**src/rtl/core/cda_pkg.sv**
```systemverilog
// cda_pkg: shared types, constants, microcode table and calendar helpers
// for the calendar date unit; no dependencies
`timescale 1ns / 1ps

package cda_pkg;

	localparam logic [13:0] YEAR_MAX = 14'd9999;

	// micro-operations driven into the datapath
	typedef enum logic [3:0] {
		UOP_NOP,
		UOP_MONTH_STEP,
		UOP_SET_OVF,
		UOP_ADD_FINAL,
		UOP_SERIAL_BASE,
		UOP_ACC_MONTH,
		UOP_LOAD_B,
		UOP_DIFF_FINAL,
		UOP_FINISH
	} uop_t;

	// branch conditions
	typedef enum logic [2:0] {
		COND_NEVER,
		COND_ALWAYS,
		COND_IS_DIFF,
		COND_FITS,
		COND_NO_OVF,
		COND_K_DONE,
		COND_PASS_B
	} cond_t;

	typedef logic [3:0] upc_t;

	typedef struct packed {
		uop_t  uop;
		cond_t cond;
		upc_t  target;
	} cword_t;

	typedef struct packed {
		logic [4:0]  d;
		logic [3:0]  m;
		logic [13:0] y;
	} date_t;

	// program entry points
	localparam upc_t PC_DISPATCH  = 4'd0;
	localparam upc_t PC_ADD_TEST  = 4'd1;
	localparam upc_t PC_ADD_DONE  = 4'd4;
	localparam upc_t PC_SERIAL    = 4'd5;
	localparam upc_t PC_MON_TEST  = 4'd6;
	localparam upc_t PC_PASS_TEST = 4'd8;
	localparam upc_t PC_DIFF_FIN  = 4'd10;
	localparam upc_t PC_FINISH    = 4'd11;

	function automatic cword_t cda_rom(input upc_t pc);
		cword_t cw;
		case (pc)
			4'd0:    cw = '{UOP_NOP,         COND_IS_DIFF, PC_SERIAL};
			4'd1:    cw = '{UOP_NOP,         COND_FITS,    PC_ADD_DONE};
			4'd2:    cw = '{UOP_MONTH_STEP,  COND_NO_OVF,  PC_ADD_TEST};
			4'd3:    cw = '{UOP_SET_OVF,     COND_ALWAYS,  PC_FINISH};
			4'd4:    cw = '{UOP_ADD_FINAL,   COND_ALWAYS,  PC_FINISH};
			4'd5:    cw = '{UOP_SERIAL_BASE, COND_NEVER,   PC_DISPATCH};
			4'd6:    cw = '{UOP_NOP,         COND_K_DONE,  PC_PASS_TEST};
			4'd7:    cw = '{UOP_ACC_MONTH,   COND_ALWAYS,  PC_MON_TEST};
			4'd8:    cw = '{UOP_NOP,         COND_PASS_B,  PC_DIFF_FIN};
			4'd9:    cw = '{UOP_LOAD_B,      COND_ALWAYS,  PC_SERIAL};
			4'd10:   cw = '{UOP_DIFF_FINAL,  COND_NEVER,   PC_DISPATCH};
			default: cw = '{UOP_FINISH,      COND_NEVER,   PC_DISPATCH};
		endcase
		return cw;
	endfunction

	function automatic logic [4:0] month_len(input logic [3:0] m, input logic leap);
		logic [4:0] len;
		case (m) inside
			4'd4, 4'd6, 4'd9, 4'd11: len = 5'd30;
			4'd2:                    len = leap ? 5'd29 : 5'd28;
			default:                 len = 5'd31;
		endcase
		return len;
	endfunction

	function automatic date_t clamp_date(input logic [4:0] d, input logic [3:0] m,
			input logic [13:0] y);
		date_t      r;
		logic [4:0] len;
		r.m = (m == 4'd0) ? 4'd1 : ((m > 4'd12) ? 4'd12 : m);
		r.y = (y > YEAR_MAX) ? YEAR_MAX : y;
		len = month_len(r.m, r.y[1:0] == 2'b00);
		r.d = (d == 5'd0) ? 5'd1 : ((d > len) ? len : d);
		return r;
	endfunction

	function automatic logic [1:0] season_of(input logic [3:0] m);
		logic [1:0] s;
		case (m) inside
			4'd0, 4'd1, 4'd2, 4'd12: s = 2'd0;
			[4'd3 : 4'd5]:           s = 2'd1;
			[4'd6 : 4'd8]:           s = 2'd2;
			default:                 s = 2'd3;
		endcase
		return s;
	endfunction

endpackage

```
**src/rtl/core/calendar_date_arithmetic.sv**
```systemverilog
// calendar_date_arithmetic: add days to a date, or count days between two dates
// depends on cda_pkg (microcode table, calendar helpers)
`timescale 1ns / 1ps

// One date operation at a time, run by a small microcoded sequencer. Leap years are
// every fourth year, year 0 included. An add steps over one month boundary at a time
// until the days left fit in the current month, then sets the final day, for counts
// of up to 65535 days, pinning the last date with overflow set past YEAR_MAX; a
// difference turns each date, A and then B, into a day number and subtracts. The next
// item is taken as soon as the sequencer has parked its result in the output register;
// a result waiting there only stalls the sequencer at its final step.
module calendar_date_arithmetic (
	input  logic        clk,
	input  logic        arst_n,
	input  logic        in_valid,
	output logic        in_ready,
	input  logic        opcode,
	input  logic [4:0]  day_a,
	input  logic [3:0]  month_a,
	input  logic [13:0] year_a,
	input  logic [15:0] day_count,
	input  logic [4:0]  day_b,
	input  logic [3:0]  month_b,
	input  logic [13:0] year_b,
	output logic        out_valid,
	input  logic        out_ready,
	output logic [4:0]  result_day,
	output logic [3:0]  result_month,
	output logic [13:0] result_year,
	output logic [21:0] day_difference,
	output logic [1:0]  season,
	output logic        year_overflow
);
	import cda_pkg::*;

	logic        busy_q;
	upc_t        pc_q;
	logic        out_valid_q;

	logic        op_q;
	logic [4:0]  d_q;
	logic [3:0]  m_q;
	logic [13:0] y_q;
	logic [15:0] n_q;
	date_t       b_q;
	logic [21:0] acc_q;
	logic [21:0] sa_q;
	logic [3:0]  k_q;
	logic        pass_q;
	logic        ovf_q;
	logic [1:0]  season_q;

	logic [4:0]  res_day_q;
	logic [3:0]  res_month_q;
	logic [13:0] res_year_q;
	logic [21:0] res_diff_q;
	logic [1:0]  res_season_q;
	logic        res_ovf_q;

	cword_t      cw;
	logic        in_xfer;
	logic        stall;
	logic        take;
	logic [4:0]  cur_len;
	logic [4:0]  k_len;
	logic [16:0] fit_sum;
	logic [21:0] base;
	date_t       a_cl;
	date_t       b_cl;

	assign in_ready  = !busy_q;
	assign in_xfer   = in_valid && in_ready;
	assign cw        = cda_rom(pc_q);
	// final step waits for the output register to free up
	assign stall     = (cw.uop == UOP_FINISH) && out_valid_q && !out_ready;

	assign a_cl      = clamp_date(day_a, month_a, year_a);
	assign b_cl      = clamp_date(day_b, month_b, year_b);
	assign cur_len   = month_len(m_q, y_q[1:0] == 2'b00);
	assign k_len     = month_len(k_q, y_q[1:0] == 2'b00);
	assign fit_sum   = 17'(d_q) + 17'(n_q);
	// 365*y + ceil(y/4) + d
	assign base      = 22'(y_q) * 22'd365 + 22'(y_q[13:2]) + 22'(|y_q[1:0]) + 22'(d_q);

	always_comb begin
		case (cw.cond)
			COND_NEVER:   take = 1'b0;
			COND_ALWAYS:  take = 1'b1;
			COND_IS_DIFF: take = op_q;
			COND_FITS:    take = fit_sum <= 17'(cur_len);
			COND_NO_OVF:  take = !(m_q == 4'd12 && y_q == YEAR_MAX);
			COND_K_DONE:  take = k_q >= m_q;
			COND_PASS_B:  take = pass_q;
			default:      take = 1'b0;
		endcase
	end

	// sequencer control
	always_ff @(posedge clk or negedge arst_n) begin
		if (!arst_n) begin
			busy_q      <= 1'b0;
			pc_q        <= PC_DISPATCH;
			out_valid_q <= 1'b0;
		end else begin
			if (in_xfer) begin
				busy_q <= 1'b1;
				pc_q   <= PC_DISPATCH;
			end else if (busy_q && !stall) begin
				if (cw.uop == UOP_FINISH)
					busy_q <= 1'b0;
				pc_q <= take ? cw.target : pc_q + 4'd1;
			end
			if (busy_q && !stall && cw.uop == UOP_FINISH)
				out_valid_q <= 1'b1;
			else if (out_valid_q && out_ready)
				out_valid_q <= 1'b0;
		end
	end

	// datapath
	always_ff @(posedge clk) begin
		if (in_xfer) begin
			op_q     <= opcode;
			d_q      <= a_cl.d;
			m_q      <= a_cl.m;
			y_q      <= a_cl.y;
			n_q      <= day_count;
			b_q      <= b_cl;
			season_q <= season_of(month_a);
			ovf_q    <= 1'b0;
			pass_q   <= 1'b0;
		end else if (busy_q && !stall) begin
			case (cw.uop)
				UOP_MONTH_STEP: begin
					n_q <= n_q - 16'(cur_len - d_q);
					d_q <= 5'd0;
					if (m_q == 4'd12) begin
						m_q <= 4'd1;
						y_q <= y_q + 14'd1;
					end else begin
						m_q <= m_q + 4'd1;
					end
				end
				UOP_SET_OVF: begin
					d_q   <= 5'd31;
					m_q   <= 4'd12;
					y_q   <= YEAR_MAX;
					ovf_q <= 1'b1;
				end
				UOP_ADD_FINAL: begin
					d_q <= fit_sum[4:0];
				end
				UOP_SERIAL_BASE: begin
					acc_q <= base;
					k_q   <= 4'd1;
				end
				UOP_ACC_MONTH: begin
					acc_q <= acc_q + 22'(k_len);
					k_q   <= k_q + 4'd1;
				end
				UOP_LOAD_B: begin
					sa_q   <= acc_q;
					d_q    <= b_q.d;
					m_q    <= b_q.m;
					y_q    <= b_q.y;
					pass_q <= 1'b1;
				end
				UOP_DIFF_FINAL: begin
					acc_q <= (acc_q > sa_q) ? acc_q - sa_q : 22'd0;
				end
				UOP_FINISH: begin
					res_season_q <= season_q;
					if (op_q) begin
						res_day_q   <= 5'd0;
						res_month_q <= 4'd0;
						res_year_q  <= 14'd0;
						res_ovf_q   <= 1'b0;
						res_diff_q  <= acc_q;
					end else begin
						res_day_q   <= d_q;
						res_month_q <= m_q;
						res_year_q  <= y_q;
						res_ovf_q   <= ovf_q;
						res_diff_q  <= 22'd0;
					end
				end
				default: ;
			endcase
		end
	end

	assign out_valid      = out_valid_q;
	assign result_day     = res_day_q;
	assign result_month   = res_month_q;
	assign result_year    = res_year_q;
	assign day_difference = res_diff_q;
	assign season         = res_season_q;
	assign year_overflow  = res_ovf_q;

endmodule

```
**config.mk**
```make
export PLATFORM = sky130hd
export DESIGN_NAME = calendar_date_arithmetic
export DESIGN_NICKNAME = d
export VERILOG_FILES = /design/src/rtl/core/cda_pkg.sv /design/src/rtl/core/calendar_date_arithmetic.sv
export SDC_FILE = /design/constraint.sdc
export NUM_CORES = 1
export LEC_CHECK = 0
export BUFFER_PORTS_ARGS = -buffer_cell sky130_fd_sc_hd__buf_2
export CORE_MARGIN = 2
export CORE_UTILIZATION = 45
export DETAILED_ROUTE_END_ITERATION = 8
export SLEW_MARGIN = 20
export SYNTH_ARGS = -nofsm -noshare
export SYNTH_HDL_FRONTEND = slang
export SYNTH_SLANG_ARGS = --single-unit
```
**constraint.sdc**
```tcl
create_clock -name clk -period 11.1 [get_ports clk]
set_input_delay 2.22 -clock clk [delete_from_list [all_inputs] [get_ports clk]]
set_output_delay 2.22 -clock clk [all_outputs]
set_load 0.03 [all_outputs]
```
==> results.json <==
{
  "outcome": "complete, no violations",
  "drc": 0,
  "io_pins": 117,
  "slew_violations": 0,
  "grt_overflow_total": 0,
  "setup_viol": 0,
  "grt_start_max_net_pins": 49,
  "cp_data_required_time_ns": 11.29,
  "relSlewSlack_pct": 30.7,
  "seqCellArea_um2": 5020,
  "syn_avg_cell_area_um2": 9.77,
  "max_freq_mhz": 176,
  "synth-simple-area-share_pct": 14.1,
  "cts_tree": "done",
  "grtUsageTotal_pct": 20.5,
  "post_drt_via_cell_ratio": 5.30,
  "async_flop_share_pct": 3.55,
  "dp_slack_ns": 5.49,
  "clk_pin_slew_worst_paths_ns": 0.08,
  "syn_to_final_growth_pct": 11.5,
  "synth_top_family_by_area": "adder cells",
  "arrival_ns": 5.86,
  "clk_latency_ns": 0.45,
  "synth_cell_types": 67,
  "start_kind": "flop",
  "hold_buffers": 0,
  "cp_top_family": "adder cells",
  "root_buffer": "clkbuf_16",
  "synth_xor_area_share_pct": 6.07,
  "ys_seq_elements": 169,
  "grt_pass1_wl_um": 50800,
  "grt_pass1_vias": 9831,
  "syn_area_um2": 13700,
  "antenna_found_initial": 0,
  "ys_seq_area_share_pct": 36.6,
  "synth_warnings": 0,
  "cts_buffers": 17,
  "ys.flop_type": "edfxtp_1",
  "htreeDepth": 4,
  "fin_ws_ns": 5.43,
  "tns_ns": 0,
  "multi_input_area_um2": 7830,
  "cts_resized": 0,
  "drive_gt1_share_pct": 11.4,
  "clock_sinks": 169,
  "hold_viol": 0,
  "postRouteAntennaNets": 0,
  "worstMarginPinSlew_ns": 1.03,
  "fp.dieW_um": 179,
  "synth_mux_area_share_pct": 0.438,
  "rows": 63,
  "crit_chain": "ha_1 > fa_1 > inv_1 > fa_1 > inv_1 > fa_1 > inv_1 > fa_1 > inv_1 > ha_1 > o21a_1 > or2_1 > a31oi_2 > o31ai_2 > a221o_1 > a21oi_1 > mux2i_1 > a21oi_1 > a211o_1",
  "fillers": 2763,
  "end_kind": "flop",
  "worstPathMaxFanout": 9,
  "synth_area_leaders": "edfxtp_1 (35%), ha_1 (13%), fa_1 (9.2%), inv_1 (5.1%), xnor2_1 (3.4%)",
  "drv_cap": 0,
  "cts_setup_buffers": 0,
  "via_count": 10100,
  "numPortBuffers": 116,
  "coreArea_um2": 29800,
  "drt_iter0_drc": 686,
  "cts.path.max_buffers": 2,
  "antennaDiodeCount": 0,
  "synthAdderAreaFrac_pct": 22.6,
  "placed_area_um2": 14700,
  "wirelength_um": 31700,
  "finalClockSkew_ns": 0.0141,
  "max_stage_delay_ns": 0.54,
  "initial_core_util_pct": 46.0,
  "post-dp-hpwl_um": 24400,
  "synth_nets": 1681,
  "synthCells": 1404,
  "final_cell_area_um2": 15300,
  "synth-compound-area-share_pct": 13.7,
  "synth-edff-count": 161,
  "dr.pass1.iters": 5,
  "rsz0062_at_grt": "no",
  "min_period_ns": 5.67,
  "synth.top_cell.area_share_pct": 35.3,
  "min_period_over_period_pct": 51.1,
  "path_class": "flop to flop",
  "yosysTopAreaCell": "edfxtp_1",
  "die_height_um": 179,
  "gp_congestion": 0.857,
  "dieArea_um2": 31900,
  "cp_num_buf_inv": 4,
  "hold_class": "flop to flop",
  "cp_slowest_cell": "edfxtp_1",
  "fin_nets": 1785,
  "wl_per_cell_um": 16.6
}
[synth_stat cells (3+ instances only)]
library cell / count
a21o_1: 15
inv_1: 188
o21bai_1: 7
a31oi_1: 17
nor4_1: 6
a211oi_1: 5
o21a_1: 16
nor2_1: 97
nand3_1: 37
nand2_1: 90
o21ai_1: 43
fa_1: 63
o22a_1: 4
a21oi_1: 83
nor2b_1: 28
nand4_1: 15
mux2i_1: 6
dfrtp_1: 6
nand2b_1: 24
xor2_1: 41
a22oi_1: 3
nor3_1: 29
ha_1: 147
o211ai_1: 4
or4_1: 3
o31ai_1: 9
edfxtp_1: 161
o22ai_1: 4
o21ai_0: 41
buf_2: 4
nand3b_1: 5
and3_1: 12
a21oi_2: 3
and2_1: 29
xnor2_1: 54
a221o_1: 4
inv_2: 3
o221ai_1: 20
clkbuf_1: 34
or3_1: 9
[flip-flops by register name, summed over array words and instances (netlist names), 2 cells and up]
| name | count |
|---|---|
| y_q | 14 |
| acc_q | 22 |
| day_difference | 22 |
| d_q | 5 |
| season_q | 2 |
| result_month | 4 |
| pc_q | 4 |
| result_year | 14 |
| k_q | 4 |
| result_day | 5 |
| m_q | 4 |
| season | 2 |
| b_q | 23 |
| sa_q | 22 |
| n_q | 16 |
[worst paths after layout]
path | start | slack, ns | cells past startpoint | to
max | y_q[5] | 5.43 | 19 | acc_q[21]
min | season_q[1] | 0.45 | 0 | season[1]
max reg2reg | y_q[5] | 5.43 | 19 | acc_q[21]
min reg2reg | season_q[1] | 0.45 | 0 | season[1]
max in group asynchronous | arst_n | 9.37 | 1 | out_valid
min in group asynchronous | arst_n | 1.59 | 1 | pc_q[1]
[cells by family (layout without fill, tap and decap cells)]
group / Yosys count / in the layout
simple gates: 393 / 393
compound gates: 299 / 299
buf+inv: 232 / 349
fa+ha+maj: 210 / 210
flops: 169 / 169
xor+xnor: 95 / 95
mux: 6 / 6
[placed cells by master (no fill, tap or decap), drive strengths merged, types with 16 or more instances in the layout]
master / instances
fa: 63
and2: 29
o21a: 16
inv: 200
nor3: 29
a21oi: 86
a31oi: 18
xnor2: 54
nand2b: 24
o21ai: 84
nor2: 97
ha: 147
nand2: 90
edfxtp: 161
nand3: 37
nor2b: 28
xor2: 41
o221ai: 20
buf: 125
clkbuf: 17
[layout make-up]
type                            instances  area share, %
Clock buffer                           17           2.78
Tap cell                              390           3.19
Clock inverter                         15           1.01
Sequential cell                       169           32.9
Inverter                              192           4.71
Multi-Input combinational cell       1003           51.2
Timing Repair Buffer                  125           4.24
[metrics by stage]
step | hold WS, ns | std cells | utilization [%]
floorplan | 0.400 | 1404 | -
global placement | 0.432 | 1879 | 49.4
detailed placement | 0.427 | 1879 | 49.4
CTS | 0.452 | 1911 | 51.3
global route | 0.467 | 1911 | 51.3
finish | 0.445 | 1911 | 51.3
[layer usage]
metal / vias up / global-route usage (%) / wire length, um
li1: 5131 / - / -
met1: 4707 / 30.6 / 16100
met2: 257 / 31.1 / 13800
met3: 25 / 3.05 / 1560
met4: 0 / 4.98 / 360
met5: - / 0 / 0
Power is not shown: default switching activity piles up to over one toggle a cycle in this logic, so the estimate is an artifact.
